$ cat src/hdl/hdga_pkg.sv
package hdga_pkg;

  // Field and datapath widths
  localparam int COORD_BITS   = 16;
  localparam int FRAC_BITS    = 8;
  localparam int HEAD_BITS    = 8 + FRAC_BITS;
  localparam int ANGLE_BITS   = 32;
  localparam int SCALE_BITS   = 40;
  localparam int CORDIC_STEPS = 32;
  localparam int STEP_BITS    = $clog2(CORDIC_STEPS);
  localparam int DIFF_BITS    = COORD_BITS + 1;
  localparam int VEC_BITS     = DIFF_BITS + 1;
  localparam int WORK_BITS    = SCALE_BITS + 3;
  localparam int SHIFT_BITS   = $clog2(SCALE_BITS + 1);
  localparam int ROUND_SHIFT  = ANGLE_BITS - HEAD_BITS;
  localparam int QUEUE_DEPTH  = 4;
  localparam int QPTR_BITS    = $clog2(QUEUE_DEPTH);

  // Quarter-turn codes: starting angle of the accumulator, or the fixed answer
  localparam logic [1:0] QUAD_EAST  = 2'd0;
  localparam logic [1:0] QUAD_NORTH = 2'd1;
  localparam logic [1:0] QUAD_WEST  = 2'd2;
  localparam logic [1:0] QUAD_SOUTH = 2'd3;

  // Normalized vector handed from the front end to the CORDIC pipe
  typedef struct packed {
    logic signed [WORK_BITS-1:0] x;
    logic signed [WORK_BITS-1:0] y;
    logic                        spec;
    logic [1:0]                  quad;
  } vec_t;

  // atan(2^-i) as a fraction of a turn, 2^32 per turn
  function automatic logic [ANGLE_BITS-1:0] atan_turn(input logic [STEP_BITS-1:0] idx);
    logic [ANGLE_BITS-1:0] val;
    case (idx)
      5'd0:    val = 32'h20000000;
      5'd1:    val = 32'h12E4051E;
      5'd2:    val = 32'h09FB385B;
      5'd3:    val = 32'h051111D4;
      5'd4:    val = 32'h028B0D43;
      5'd5:    val = 32'h0145D7E1;
      5'd6:    val = 32'h00A2F61E;
      5'd7:    val = 32'h00517C55;
      5'd8:    val = 32'h0028BE53;
      5'd9:    val = 32'h00145F2F;
      5'd10:   val = 32'h000A2F98;
      5'd11:   val = 32'h000517CC;
      5'd12:   val = 32'h00028BE6;
      5'd13:   val = 32'h000145F3;
      5'd14:   val = 32'h0000A2FA;
      5'd15:   val = 32'h0000517D;
      5'd16:   val = 32'h000028BE;
      5'd17:   val = 32'h0000145F;
      5'd18:   val = 32'h00000A30;
      5'd19:   val = 32'h00000518;
      5'd20:   val = 32'h0000028C;
      5'd21:   val = 32'h00000146;
      5'd22:   val = 32'h000000A3;
      5'd23:   val = 32'h00000051;
      5'd24:   val = 32'h00000029;
      5'd25:   val = 32'h00000014;
      5'd26:   val = 32'h0000000A;
      5'd27:   val = 32'h00000005;
      5'd28:   val = 32'h00000003;
      5'd29:   val = 32'h00000001;
      5'd30:   val = 32'h00000001;
      default: val = 32'h00000000;
    endcase
    return val;
  endfunction

endpackage

$ cat src/hdl/hdga_queue.sv
module hdga_queue (
  input  logic           clk,
  input  logic           rst,
  input  logic           push_valid,
  output logic           push_ready,
  input  hdga_pkg::vec_t push_data,
  output logic           pop_valid,
  input  logic           pop_ready,
  output hdga_pkg::vec_t pop_data
);
  import hdga_pkg::*;

  vec_t                 mem [0:QUEUE_DEPTH-1];
  logic [QPTR_BITS-1:0] wr_ptr, rd_ptr;
  logic [QPTR_BITS:0]   count;
  logic                 push, pop;

  assign push_ready = (count != (QPTR_BITS+1)'(QUEUE_DEPTH));
  assign pop_valid  = (count != '0);
  assign push       = push_valid && push_ready;
  assign pop        = pop_valid && pop_ready;
  assign pop_data   = mem[rd_ptr];

  // Pointers and fill level
  always_ff @(posedge clk) begin
    if (rst) begin
      wr_ptr <= '0;
      rd_ptr <= '0;
      count  <= '0;
    end else begin
      if (push) wr_ptr <= wr_ptr + 1'b1;
      if (pop)  rd_ptr <= rd_ptr + 1'b1;
      if (push && !pop) begin
        count <= count + 1'b1;
      end else if (pop && !push) begin
        count <= count - 1'b1;
      end
    end
  end

  // Entry storage
  always_ff @(posedge clk) begin
    if (push) mem[wr_ptr] <= push_data;
  end

endmodule

$ cat config.mk
export PLATFORM = sky130hd
export DESIGN_NAME = hdga_queue
export DESIGN_NICKNAME = d
export VERILOG_FILES = /design/src/hdl/hdga_pkg.sv /design/src/hdl/hdga_queue.sv
export SDC_FILE = /design/constraint.sdc
export NUM_CORES = 1
export LEC_CHECK = 0
export BUFFER_PORTS_ARGS = -buffer_cell sky130_fd_sc_hd__buf_2
export CORE_ASPECT_RATIO = 0.8
export CORE_MARGIN = 5
export CORE_UTILIZATION = 55
export CTS_CLUSTER_DIAMETER = 60
export DETAILED_ROUTE_END_ITERATION = 8
export GPL_TIMING_DRIVEN = 1
export PLACE_DENSITY = 0.77
export SLEW_MARGIN = 40
export SYNTH_ARGS = -nofsm -noshare
export SYNTH_HDL_FRONTEND = slang
export SYNTH_SLANG_ARGS = --single-unit
$ cat constraint.sdc
create_clock -name clk -period 6.35 [get_ports clk]
set_clock_uncertainty 0.2 [all_clocks]
set_input_delay 0.9525 -clock clk [delete_from_list [all_inputs] [get_ports clk]]
set_output_delay 0.9525 -clock clk [all_outputs]
set_load 0.05 [all_outputs]
Yosys cells after proc, flatten, opt, wreduce, memory -nomap -nowiden
Memories as Yosys holds them, arrays and structs flattened. A register that Yosys moved wholly into a read port is not among the register bits.
Index checks and enable logic that the tools add are counted.
- bits in latches: 0
- memory bits (read-only): 0
- memories: 1
- RAM bits: 356
- bits of input ports: 93
- register bits after elaboration: 7
- logic and storage cells: 23
- divide/modulo/power cells: 0
- add/subtract/negate cells: 4
- multiplexer cells: 6
- equal/unequal tests: 1
- order comparisons: 0
- multiply operators: 0
- shift operators: 0
- reductions and logical operators: 8
- bitwise gates (word level): 0
- memories (name ; words ; bits a word ; read ports ; clocked after Yosys merged registers in ; write ports ; line ; text):
    mem ; 4 ; 89 ; 1 ; 1 ; 1 ; hdga_queue.sv:13 ; vec_t mem [0:QUEUE_DEPTH-1];
- operators with widths (operator ; count):
    $mux 3 ; 2
    $add 2x1->2 const B ; 2
    $logic_and 1x1->1 ; 4
    $mux 2 ; 2
    $add 3x1->3 const B ; 1
    $ne 3x3->1 const B ; 1
    $reduce_bool 3->1 ; 1
    $sub 3x1->3 const B ; 1
    $logic_not 1->1 ; 2
    $mux 1 ; 2
    $reduce_bool 2->1 ; 1

Longest topological paths before layout
- depth after elaboration: 6
- mapped depth: 8
- depth with buffers taken out: 8

Worst setup path before layout
OpenSTA, ideal clock, no wires.
- kind: input port to flip-flop
- from: in push_valid
- to: mem mem[0][0] in the netlist's numbering, enable pin
- arrival: 3326 ps
- cell stages on the path: 2
- setup time: 457 ps
- buffers on the path: 0
- slack: 2366 ps
- data required time: 5693 ps
- path through: a21boi_2 -> and2_1
- longest elaborated chain between the ends: 3
- RTL lines (what ; line ; text):
    start, declared ; hdga_queue.sv:4 ; input logic push_valid,
    $logic_and 1x1->1 ; hdga_queue.sv:20 ; assign push = push_valid && push_ready;
    $mux 1 ; hdga_queue.sv:43 ; if (push) mem[wr_ptr] <= push_data;
    $mux 1 (implied by the code) ; hdga_queue.sv:43 ;
    end, declared ; hdga_queue.sv:13 ;
Every way passes these cells.

==> results_dict.tcl <==
set metrics [dict create \
    grt_overflow 0 \
    path_clk_slew_ns 0.06 \
    switching_power_mw 2.50 \
    yosys.area.top_type_share 0.805 \
    synthTopCellsByArea "edfxtp_1, mux4_2, dfxtp_1" \
    ios 184 \
    viasPerCell 5.67 \
    cts_hold_buf 0 \
    min_period_ns 3.89 \
    vias 6011 \
    maxCapViolCount 0 \
    layout_commonest_cell "edfxtp_1" \
    yosysSeqAreaShare 0.818 \
    yosys_warnings 0 \
    outcome "finished clean" \
    clk_path_buf_depth 3 \
    core-area_mm2 0.0236 \
    synth.cell_area_mm2 0.0133 \
    cellPowerDensity_mw_per_mm2 461 \
    period_share 0.612 \
    switching_share 0.347 \
    postCtsSetupRepairBufs 0 \
    critPathLaunchType "register" \
    rows 50 \
    reg2reg_slack_ns 3.47 \
    drc 0 \
    max_slew_margin 0.484 \
    clk_latency_ns 0.50 \
    p_seq_frac 0.422 \
    die_area_mm2 0.0274 \
    ys_seq_elements 365 \
    final_nets 820 \
    avgSynthCellArea_um2 25.9 \
    grtUsageTotal 0.184 \
    cts_tree "yes" \
    endpoint_kind "output port" \
    crit_family "buffers and inverters" \
    cts.sinks 365 \
    crit_buf_inv 2 \
    final_hold_viol_count 0 \
    synth_cells 513 \
    worst_pin_slew_ns 0.774 \
    critPathArrivalTime_ns 2.73 \
    grt_start_max_net_pins 53 \
    wl_mm 24.8 \
    rsz0062_at_grt "false" \
    hp-class "register to register" \
    fp.dieH_um 149 \
    htree_levels 2 \
    fp.dieW_um 184 \
    setup_viol 0 \
    antenna_found_initial 3 \
    drt_iter0_markers 576 \
    irDropWorstVdd_uv 334 \
    cts-root-buf "clkbuf_16" \
    first_pass_iters 5 \
    crit_required_ns 5.20 \
    setup_tns_ns 0 \
    pwr-share-comb 0.318 \
    dpl.hpwl_mm 15.3 \
    p_leak_nw 5.23 \
    synth_cell_types 24 \
    power.share.clock 0.260 \
    p_int_mw 4.70 \
    max_clock_freq_ghz 0.257 \
    cp_slowest_stage_delay_ns 0.75 \
    numPortBuffers 183 \
    cts_made_buffers 35 \
    drtAntennaViolNets 0 \
    grt_pass1_wl_mm 38.1 \
    syn-num-nets 612 \
    critPathMaxFanout 52 \
    grt_pass1_vias 6554 \
    crit_chain "buf_4, mux4_2, buf_2" \
    slew_viol_final 0 \
    crit_path_top_delay_cell "dfxtp_4" \
    area_delta_synth_final_pct 17.6 \
    synth_top_cell_by_area "edfxtp_1" \
    mostFrequentLayoutCells "edfxtp_1, buf_2, mux4_2, clkbuf_16" \
    start_util 0.563 \
    cts_resized 0 \
    post-route-util 0.662 \
    crit_type "register to output port" \
    layout-drive-gt1-share 0.446 \
    wl_per_cell_um 23.4 \
    gp_congestion 0.756 \
]
==> path summary, 6_finish.rpt <==
path | startpoint | endpoint | cells past startpoint
max | register | pop_data[64] | 3
max reg2reg | count[0] | mem[0][40] | 4
min reg2reg | wr_ptr[1] | wr_ptr[1] | 2
min | wr_ptr[1] | wr_ptr[1] | 2
==> routing by layer <==
| layer | share of wire | GRT usage | vias up |
|---|---|---|---|
| li1 | - | - | 2619 |
| met2 | 0.49 | 0.291 | 229 |
| met4 | 0.017 | 0.0488 | 4 |
| met3 | 0.084 | 0.0441 | 41 |
| met1 | 0.41 | 0.266 | 3118 |
| met5 | 0.00085 | 0 | - |
==> state kept, by name, indices dropped and copies added (netlist names), named ones only <==
register,count
count,3
mem,356
rd_ptr,2
wr_ptr,2
==> area by class of cell <==
type	count	area, µm²
antenna	4	10.0
clock buffer	47	973
clock inverter	14	62.6
fill	1496	7970
inverter	3	11.3
multi-input combinational	124	2280
sequential	365	10900
tap	312	390
timing repair buffer	192	1010
==> logic make-up (layout without fill, tap and decap cells) <==
logic type | Yosys count | count (layout) | synth area share
xor+xnor | 4 | 4 | 0.00264
other cells | 0 | 4 | 0
flops | 365 | 365 | 0.818
simple gates | 17 | 17 | 0.00631
mux | 92 | 92 | 0.153
fa+ha+maj | 6 | 6 | 0.00622
compound gates | 5 | 5 | 0.00283
buf+inv | 24 | 256 | 0.0104
==> cells in the mapped netlist <==
| library cell | count |
|---|---|
| and2_1 | 4 |
| o311ai_0 | 1 |
| o21ai_0 | 1 |
| nand2b_1 | 2 |
| clkbuf_1 | 8 |
| nand2_1 | 1 |
| nor2_1 | 8 |
| a21boi_2 | 1 |
| edfxtp_1 | 356 |
| or3_1 | 2 |
| fa_1 | 1 |
| ha_1 | 5 |
| o31ai_1 | 1 |
| mux2_2 | 1 |
| buf_12 | 1 |
| a21oi_1 | 1 |
| buf_8 | 1 |
| inv_1 | 3 |
| mux4_2 | 89 |
| mux2i_1 | 2 |
| buf_2 | 10 |
| xor2_1 | 4 |
| buf_6 | 1 |
| dfxtp_1 | 9 |
==> power groups by stage <==
| stage | logic (mW) | clock network, mW | registers (mW) |
|---|---|---|---|
| 2_1_floorplan | 1.83 | 0 | 3.03 |
| 3_5_place_dp | 2.32 | 0 | 3.09 |
| 5_1_grt | 2.40 | 2.03 | 3.06 |
| 6_report | 2.29 | 1.87 | 3.04 |
| 3_3_place_gp | 2.19 | 0 | 3.14 |
| 4_1_cts | 2.33 | 1.91 | 3.04 |
==> through the flow <==
step | hold slack, ns | total power, mW | area, µm² | cells | setup slack [ns]
2_1_floorplan | 0.282 | 4.87 | 13300 | 513 | 2.37
3_3_place_gp | 0.294 | 5.33 | 14500 | 994 | 2.60
3_5_place_dp | 0.317 | 5.40 | 14600 | 996 | 2.97
4_1_cts | 0.327 | 7.28 | 15600 | 1057 | 2.42
5_1_grt | 0.364 | 7.49 | 15600 | 1058 | 2.35
6_report | 0.325 | 7.20 | 15600 | 1061 | 2.46
==> worst register-to-register path, delay by kind of cell (launching register included) <==
kind / cells / cell delay [ns]
compound gates: 1 / 0.36
simple gates: 2 / 0.71
buf+inv: 1 / 0.76
flops: 1 / 0.46
Note: power is estimated with default switching activity, not from simulation.
