==> src/hdl/hdga_pkg.sv <==
package hdga_pkg;

  // Field and datapath widths
  localparam int COORD_BITS   = 16;
  localparam int FRAC_BITS    = 8;
  localparam int HEAD_BITS    = 8 + FRAC_BITS;
  localparam int ANGLE_BITS   = 32;
  localparam int SCALE_BITS   = 40;
  localparam int CORDIC_STEPS = 32;
  localparam int STEP_BITS    = $clog2(CORDIC_STEPS);
  localparam int DIFF_BITS    = COORD_BITS + 1;
  localparam int VEC_BITS     = DIFF_BITS + 1;
  localparam int WORK_BITS    = SCALE_BITS + 3;
  localparam int SHIFT_BITS   = $clog2(SCALE_BITS + 1);
  localparam int ROUND_SHIFT  = ANGLE_BITS - HEAD_BITS;
  localparam int QUEUE_DEPTH  = 4;
  localparam int QPTR_BITS    = $clog2(QUEUE_DEPTH);

  // Quarter-turn codes: starting angle of the accumulator, or the fixed answer
  localparam logic [1:0] QUAD_EAST  = 2'd0;
  localparam logic [1:0] QUAD_NORTH = 2'd1;
  localparam logic [1:0] QUAD_WEST  = 2'd2;
  localparam logic [1:0] QUAD_SOUTH = 2'd3;

  // Normalized vector handed from the front end to the CORDIC pipe
  typedef struct packed {
    logic signed [WORK_BITS-1:0] x;
    logic signed [WORK_BITS-1:0] y;
    logic                        spec;
    logic [1:0]                  quad;
  } vec_t;

  // atan(2^-i) as a fraction of a turn, 2^32 per turn
  function automatic logic [ANGLE_BITS-1:0] atan_turn(input logic [STEP_BITS-1:0] idx);
    logic [ANGLE_BITS-1:0] val;
    case (idx)
      5'd0:    val = 32'h20000000;
      5'd1:    val = 32'h12E4051E;
      5'd2:    val = 32'h09FB385B;
      5'd3:    val = 32'h051111D4;
      5'd4:    val = 32'h028B0D43;
      5'd5:    val = 32'h0145D7E1;
      5'd6:    val = 32'h00A2F61E;
      5'd7:    val = 32'h00517C55;
      5'd8:    val = 32'h0028BE53;
      5'd9:    val = 32'h00145F2F;
      5'd10:   val = 32'h000A2F98;
      5'd11:   val = 32'h000517CC;
      5'd12:   val = 32'h00028BE6;
      5'd13:   val = 32'h000145F3;
      5'd14:   val = 32'h0000A2FA;
      5'd15:   val = 32'h0000517D;
      5'd16:   val = 32'h000028BE;
      5'd17:   val = 32'h0000145F;
      5'd18:   val = 32'h00000A30;
      5'd19:   val = 32'h00000518;
      5'd20:   val = 32'h0000028C;
      5'd21:   val = 32'h00000146;
      5'd22:   val = 32'h000000A3;
      5'd23:   val = 32'h00000051;
      5'd24:   val = 32'h00000029;
      5'd25:   val = 32'h00000014;
      5'd26:   val = 32'h0000000A;
      5'd27:   val = 32'h00000005;
      5'd28:   val = 32'h00000003;
      5'd29:   val = 32'h00000001;
      5'd30:   val = 32'h00000001;
      default: val = 32'h00000000;
    endcase
    return val;
  endfunction

endpackage

==> src/hdl/hdga_front.sv <==
module hdga_front (
  input  logic                                  clk,
  input  logic                                  rst,
  input  logic                                  src_valid,
  output logic                                  src_stall,
  input  logic signed [hdga_pkg::COORD_BITS-1:0] from_x,
  input  logic signed [hdga_pkg::COORD_BITS-1:0] from_y,
  input  logic signed [hdga_pkg::COORD_BITS-1:0] to_x,
  input  logic signed [hdga_pkg::COORD_BITS-1:0] to_y,
  output logic                                  ent_valid,
  output hdga_pkg::vec_t                        ent,
  input  logic                                  ent_ready
);
  import hdga_pkg::*;

  logic v1, v2, v3;
  logic f1_rdy, f2_rdy, f3_rdy;

  logic signed [DIFF_BITS-1:0] dx, dy, dx_next, dy_next;
  logic signed [VEC_BITS-1:0]  vx, vy, vx_next, vy_next;
  logic signed [VEC_BITS-1:0]  ext_dx, ext_dy, abs_y;
  logic [DIFF_BITS-1:0]        mag_or;
  logic [SHIFT_BITS-1:0]       len;
  logic [SHIFT_BITS-1:0]       sh, sh_next;
  logic                        spec, spec_next;
  logic [1:0]                  quad, quad_next;
  logic                        dx_zero, dy_zero, dx_neg, dy_pos;
  logic signed [WORK_BITS-1:0] wide_x, wide_y;
  vec_t                        ent_next;

  // Backpressure through the three front stages
  assign f3_rdy    = !v3 || ent_ready;
  assign f2_rdy    = !v2 || f3_rdy;
  assign f1_rdy    = !v1 || f2_rdy;
  assign src_stall = !f1_rdy;
  assign ent_valid = v3;

  // Stage 1: coordinate differences
  assign dx_next = $signed({to_x[COORD_BITS-1], to_x}) - $signed({from_x[COORD_BITS-1], from_x});
  assign dy_next = $signed({to_y[COORD_BITS-1], to_y}) - $signed({from_y[COORD_BITS-1], from_y});

  // Stage 2: classify, fold into the right half plane, find magnitude length
  always_comb begin
    dx_zero = (dx == '0);
    dy_zero = (dy == '0);
    dx_neg  = dx[DIFF_BITS-1];
    dy_pos  = !dy[DIFF_BITS-1] && !dy_zero;
    spec_next = dx_zero || dy_zero;
    if (dx_zero) begin
      quad_next = dy_pos ? QUAD_SOUTH : QUAD_NORTH;
    end else begin
      quad_next = dx_neg ? QUAD_WEST : QUAD_EAST;
    end
    ext_dx  = $signed({dx[DIFF_BITS-1], dx});
    ext_dy  = $signed({dy[DIFF_BITS-1], dy});
    vx_next = dx_neg ? -ext_dx : ext_dx;
    vy_next = dx_neg ? ext_dy : -ext_dy;
    abs_y   = vy_next[VEC_BITS-1] ? -vy_next : vy_next;
    // bit length of max(|x|,|y|) equals bit length of their OR
    mag_or  = vx_next[DIFF_BITS-1:0] | abs_y[DIFF_BITS-1:0];
    len     = '0;
    for (int b = 0; b < DIFF_BITS; b++) begin
      if (mag_or[b]) len = SHIFT_BITS'(b + 1);
    end
    sh_next = SHIFT_BITS'(SCALE_BITS) - len;
  end

  // Stage 3: scale so the larger component has SCALE_BITS bits
  always_comb begin
    wide_x = $signed({{(WORK_BITS-VEC_BITS){vx[VEC_BITS-1]}}, vx});
    wide_y = $signed({{(WORK_BITS-VEC_BITS){vy[VEC_BITS-1]}}, vy});
    ent_next.x    = wide_x <<< sh;
    ent_next.y    = wide_y <<< sh;
    ent_next.spec = spec;
    ent_next.quad = quad;
  end

  // Stage valids
  always_ff @(posedge clk) begin
    if (rst) begin
      v1 <= 1'b0;
      v2 <= 1'b0;
      v3 <= 1'b0;
    end else begin
      if (f1_rdy) v1 <= src_valid;
      if (f2_rdy) v2 <= v1;
      if (f3_rdy) v3 <= v2;
    end
  end

  // Stage payloads
  always_ff @(posedge clk) begin
    if (f1_rdy) begin
      dx <= dx_next;
      dy <= dy_next;
    end
    if (f2_rdy) begin
      vx   <= vx_next;
      vy   <= vy_next;
      sh   <= sh_next;
      spec <= spec_next;
      quad <= quad_next;
    end
    if (f3_rdy) begin
      ent <= ent_next;
    end
  end

endmodule

==> config.mk <==
export PLATFORM = sky130hd
export DESIGN_NAME = hdga_front
export DESIGN_NICKNAME = d
export VERILOG_FILES = /design/src/hdl/hdga_pkg.sv /design/src/hdl/hdga_front.sv
export SDC_FILE = /design/constraint.sdc
export NUM_CORES = 1
export LEC_CHECK = 0
export ABC_AREA = 1
export BUFFER_PORTS_ARGS = -buffer_cell sky130_fd_sc_hd__buf_2
export CORE_UTILIZATION = 55
export CTS_CLUSTER_SIZE = 25
export DETAILED_ROUTE_END_ITERATION = 8
export MAX_ROUTING_LAYER = met4
export PLACE_DENSITY = 0.85
export SLEW_MARGIN = 15
export SYNTH_ARGS = -nofsm -noshare
export SYNTH_HDL_FRONTEND = slang
export SYNTH_SLANG_ARGS = --single-unit
export TNS_END_PERCENT = 1
==> constraint.sdc <==
create_clock -name clk -period 11.32 [get_ports clk]
set_clock_uncertainty 0.05 [all_clocks]
set_input_delay 0.566 -clock clk [delete_from_list [all_inputs] [get_ports clk]]
set_output_delay 0.566 -clock clk [all_outputs]
set_load 0.01 [all_outputs]
# Word-level counts from Yosys, hierarchy flattened
# Cells that the tools add are included.
[totals] register_bits=171 inputBits=68 out_inout_bits=91 wordCells=60
[op_classes] add_sub_neg=6 shift=2 mux=23 bitwise=1 n_reduce_logical=13
[ops] cell="$mux 6" count=16
[ops] cell="$sshl 18x6->43" count=2
[ops] cell="$neg 17->18" count=2
[ops] cell="$logic_not 17->1" count=2
[ops] cell="$mux 17" count=2
[ops] cell="$sub 16x16->17" count=2
[ops] cell="$mux 18" count=1
[ops] cell="$neg 17->17" count=1
[ops] cell="$or 17x17->17" count=1
[ops] cell="$logic_not 1->1" count=6
[ops] cell="$mux 2" count=3
[ops] cell="$sub 6x6->6 const A" count=1
[ops] cell="$logic_or 1x1->1" count=4
[ops] cell="$logic_and 1x1->1" count=1
[ops] cell="$mux 1" count=1

# Logic depth before layout (Yosys ltp)
[depth] word_depth=23 ltp_mapped=31 depth_no_buf=31

# Worst setup path before layout
# OpenSTA, ideal clock, no wires.
[synth_path] path_type="input to register" from="input port ent_ready" to="register dx[0], enable pin" setup_time_ns=0.389 arrival_ns=4.590 required_ns=10.881 path_slack_ns=6.291 path_stages=6 n_path_buf=0 path_cell_list="inv_1 > nand2_1 > nor2_1 > inv_1 > nor2_1 > inv_1"
[synth_via] elab_chain_len=3
[synth_rtl] item="from (decl)" line="hdga_front.sv:12" text="input logic ent_ready"
[synth_rtl] item="$logic_or 1x1->1" line="hdga_front.sv:32" text="assign f3_rdy = !v3 || ent_ready;"
[synth_rtl] item="via f3_rdy" line="hdga_front.sv:17" text="logic f1_rdy, f2_rdy, f3_rdy;"
[synth_rtl] item="$logic_or 1x1->1" line="hdga_front.sv:33" text="assign f2_rdy = !v2 || f3_rdy;"
[synth_rtl] item="via f2_rdy" line="hdga_front.sv:17"
[synth_rtl] item="$logic_or 1x1->1" line="hdga_front.sv:34" text="assign f1_rdy = !v1 || f2_rdy;"
[synth_rtl] item="to (signal assigned)" line="hdga_front.sv:94" text="dx <= dx_next;"
[synth_rtl] item="to (decl)" line="hdga_front.sv:19" text="logic signed [DIFF_BITS-1:0] dx, dy, dx_next, dy_next;"
# The timed path passes the listed nets, and every way through them passes these cells.
# A chain may end at the register's enable or synchronous reset.

# Final worst setup path
[layout_path] from="register dx[16]" to="register sh[4], data pin"
[layout_via] elab_chain_len=22 elab_cells_between_ends=24 classes_between="3 x add/sub; 20 x mux; 1 x bitwise"
[layout_rtl] item="$mux 18" line="hdga_front.sv:57" text="vy_next = dx_neg ? ext_dy : -ext_dy;"
[layout_rtl] item="$neg 17->17" line="hdga_front.sv:58" text="abs_y = vy_next[VEC_BITS-1] ? -vy_next : vy_next;"
[layout_rtl] item="$mux 17" line="hdga_front.sv:58"
[layout_rtl] item="$or 17x17->17 *" line="hdga_front.sv:60" text="mag_or = vx_next[DIFF_BITS-1:0] | abs_y[DIFF_BITS-1:0];"
[layout_rtl] item="$mux 1" line="hdga_front.sv:63" text="if (mag_or[b]) len = SHIFT_BITS'(b + 1);"
[layout_rtl] item="$mux 6 (15 in a row)" line="hdga_front.sv:63"
[layout_rtl] item="$mux 6 *" line="hdga_front.sv:63"
[layout_rtl] item="via len[0]" line="hdga_front.sv:23" text="logic [SHIFT_BITS-1:0] len;"
[layout_rtl] item="$sub 6x6->6 *" line="hdga_front.sv:65" text="sh_next = SHIFT_BITS'(SCALE_BITS) - len;"
[layout_rtl] item="via sh_next[4]" line="hdga_front.sv:24" text="logic [SHIFT_BITS-1:0] sh, sh_next;"
[layout_rtl] item="to (signal assigned)" line="hdga_front.sv:100" text="sh <= sh_next;"
[layout_rtl] item="to (decl)" line="hdga_front.sv:24"
# The timed path passes the listed nets; every way through them passes the cells marked *.

==> key figures <==
Setup path
  – Crit path top cell by count: nand2_1
  – Worst-path fanout max: 21
  – CP Class: reg2reg
  – Buf+Inv Stages, Crit Path: 4
  – Crit path DAT: 3.81 ns
  – Crit start category: flop
  – Critical Path End Type: flop
  – Required time of the critical path: between 10 and 15 ns
  – Kind of cell adding the most delay to the critical path: simple AND/OR/NAND/NOR gates
  – Slowest stage cell, crit path: edfxtp_1
  – CP max stage delay: approximately 0.78 ns
  – Critical path cell sequence: inv_2 -> nand2_1 -> and2_4 -> ha_1 -> nand3_2 -> nor2_1 -> nand3_1 -> nor2_2 -> nand3_1 -> nand2_1 -> inv_2 -> nor2_2 -> or2_1 -> nand3b_4 -> inv_1 -> nand2_1 -> inv_1 -> ha_1 -> nand2_1 -> nand2_1 -> nand2_1

Synthesis
  – Yosys top cell by area: edfxtp_1
  – Synth warnings: 0
  – Yosys top cell area share: 0.463
  – Most used DFF post-synth: edfxtp_1
  – Top cells by count, synth: 288 x nand2_1, 189 x inv_1, 168 x edfxtp_1
  – Seq/Total Area, Yosys: 0.469
  – Synthesized instance count: approximately 1,300
  – Syn avg cell area: 8.29 um^2
  – Number of distinct library cells after synthesis: 54
  – Mapped cell area: 10,900 um^2
  – Synth top area cells: edfxtp_1 46%, nand2_1 9.9%, o21ai_0 7.0%
  – Asr flop ratio synth: 0
  – Yosys reg bits: 171
  – Syn Nets: 1,421
  – Top-count cell post-synth: nand2_1
  – EDFF count, synth: 168

Die
  – Core area: 19,500 um^2
  – Initial Util: 0.559
  – I/O Pins: 159
  – Die Height: 143 um
  – Die Area: 20,400 um^2
  – Die Wd: ~140 um
  – Num rows: 51

Power
  – Internal power: 1.82 mW
  – Share of power burned in registers: 0.331
  – Peak supply drop: 0.000162 V
  – Sw frac: 0.421
  – Leakage power: 6.00 nW
  – PD cells: 253 nW/um^2
  – Clock power frac: 0.185
  – Combinational share of power: 0.483
  – Net switching power of the design: about 1.3 mW

Outcome
  – Status: completed

Detailed routing
  – Remaining DRCs: 0
  – Post-DRT Antenna Nets: 0
  – WL per Instance: 12.7 um
  – Vias: 8,908
  – Vias per inst: slightly above 5
  – Initial DRT Pass Iterations: 5
  – Final wirelength: 22,000 um
  – Initial DRC Count: around 700

Layout
  – # diodes: 0
  – Layout Cells excl Fill: 1,723
  – Share of cells above drive strength 1: 0.165
  – Layout area overhead: 14.5%
  – Final #Nets: 1,554

Global routing
  – First-pass GRT wire length: ~36,000 um
  – Largest net degree at the start of global routing: 79
  – Grt ovf: 0
  – Gr usage total: 0.232
  – Vias in the first global route: between 7,000 and 8,000
  – Initial antenna violation count: 0

Job
  – Max Cap Viol: 0

Timing
  – FMAX: around 0.27 GHz
  – Final hold vios: 0
  – Setup TNS: 0 ns
  – RSZ-0062 raised after global routing: false
  – Minimum clock period after layout: 3.68 ns
  – Max Slew Vio Count: 0
  – Rel. slew slack: 0.250
  – Final setup violation count: 0
  – Tcrit/Tclk final: 0.325
  – Worst slew pin tran: between 1 and 1.5 ns

Placed design
  – Placed Cells: 1,692
  – Routability cong.: 0.964
  – DP HPWL: 16,800 um
  – Buffers on Ports: between 150 and 200

Clock tree
  – CTS max path bufs: 2
  – Hold buffer count at cts: 0
  – Clock Root Buffer: clkbuf_16
  – CTS tree: built
  – Post-CTS setup buffers: 0
  – PostCTS Resize Cnt: 0
  – Num CTS Buffers: 17
  – Clock Latency Late Sink: ~0.44 ns
  – H-tree depth: 4
  – Clk sinks: roughly 170
  – Clock transition at the registers of the reported paths: 0.06 ns

Min path
  – Worst min-delay path class: in2reg
## state kept, by name, summed over array words and instances, names as in the netlist
register,cells
ent,89
spec,1
dx,17
v2,1
vx,18
dy,17
vy,18
ent_valid,1
v1,1
quad,2
sh,6
## metrics by stage
step | worst slack, ns | util | power [mW] | instance area (um^2) | hold WS [ns]
6_report | 7.64 | 0.641 | 3.15 | 12500 | 0.269
5_1_grt | 7.26 | 0.641 | 3.41 | 12500 | 0.271
4_1_cts | 7.65 | 0.641 | 3.15 | 12500 | 0.261
3_5_place_dp | 7.67 | 0.610 | 2.56 | 11900 | 0.355
3_3_place_gp | 7.76 | 0.610 | 2.52 | 11900 | 0.357
2_1_floorplan | 6.29 | - | 2.16 | 10900 | 0.350
## worst paths after layout
kind	start	end	slack [ns]	depth (start not counted)
setup / recovery	dx[16]	sh[4]	7.64	21
hold / removal	rst	v2	0.27	2
setup reg to reg	dx[16]	sh[4]	7.64	21
hold reg to reg	spec	ent[2]	0.37	0
## layer usage
layer | track usage | wire (um)
met1 | 0.282 | 9730
met2 | 0.396 | 10800
met3 | 0.0359 | 1140
met4 | 0.0764 | 340
met5 | - | 0
## cell type report
cell class / instances / area (um^2)
fill: 1617 / 6990
sequential: 171 / 5100
multi-input combinational: 890 / 4830
timing repair buffer: 167 / 858
inverter: 199 / 747
clock buffer: 17 / 425
tap: 265 / 332
clock inverter: 14 / 170
## power groups by stage
stage,Clock (mW),Combinational (mW),Sequential (mW)
6_report,0.584,1.52,1.04
5_1_grt,0.616,1.72,1.07
4_1_cts,0.591,1.51,1.05
3_5_place_dp,0,1.50,1.06
3_3_place_gp,0,1.47,1.05
2_1_floorplan,0,1.06,1.10
## worst register-to-register path, stage by stage, from the launching register on
cell	delay (ns)
edfxtp_1	0.78
inv_2	0.32
nand2_1	0.13
and2_4	0.16
ha_1	0.19
nand3_2	0.09
nor2_1	0.15
nand3_1	0.16
nor2_2	0.21
nand3_1	0.09
nand2_1	0.09
inv_2	0.05
nor2_2	0.09
or2_1	0.14
nand3b_4	0.11
inv_1	0.10
nand2_1	0.09
inv_1	0.07
ha_1	0.17
nand2_1	0.07
nand2_1	0.06
nand2_1	0.05
## cell usage in the layout, fill, tap and decap left out, types with 3 or more instances in the layout
cell type,Yosys,layout
nand2_1,288,286
inv_1,189,189
edfxtp_1,168,168
buf_2,1,158
o21ai_0,153,153
nor2_1,127,127
nand3_1,49,49
a21oi_1,49,49
xor2_1,45,45
ha_1,38,38
o22ai_1,30,30
clkbuf_16,0,17
mux2i_1,12,12
xnor2_1,10,10
o21a_1,10,10
buf_4,2,9
nand4_1,8,8
nand2_2,6,7
inv_2,6,6
nor2_2,6,6
o21bai_1,6,6
nor3_1,5,5
clkinv_1,4,4
clkinvlp_4,0,4
nor2_4,3,3
or2_2,3,3
o21ai_1,3,3
nand3_2,3,3
xor2_2,3,3
nor4_1,3,3
a31oi_1,3,3
bufinv_16,0,3
clkinv_2,0,3
inv_6,0,3
dfxtp_1,3,3
## logic make-up (layout without fill, tap and decap cells)
logic type / count (synthesis) / after routing / share of synthesized area
AO/OA/AOI/OAI: 265 / 265 / 0.134
XOR/XNOR: 59 / 59 / 0.0502
adder cells (fa/ha/maj): 40 / 40 / 0.0473
buffers and inverters: 252 / 397 / 0.0884
flip-flops: 171 / 171 / 0.469
multiplexers: 12 / 12 / 0.0110
other: 1 / 1 / 0.000344
AND/OR/NAND/NOR: 513 / 513 / 0.199
Power figures use the tool's default switching activity.
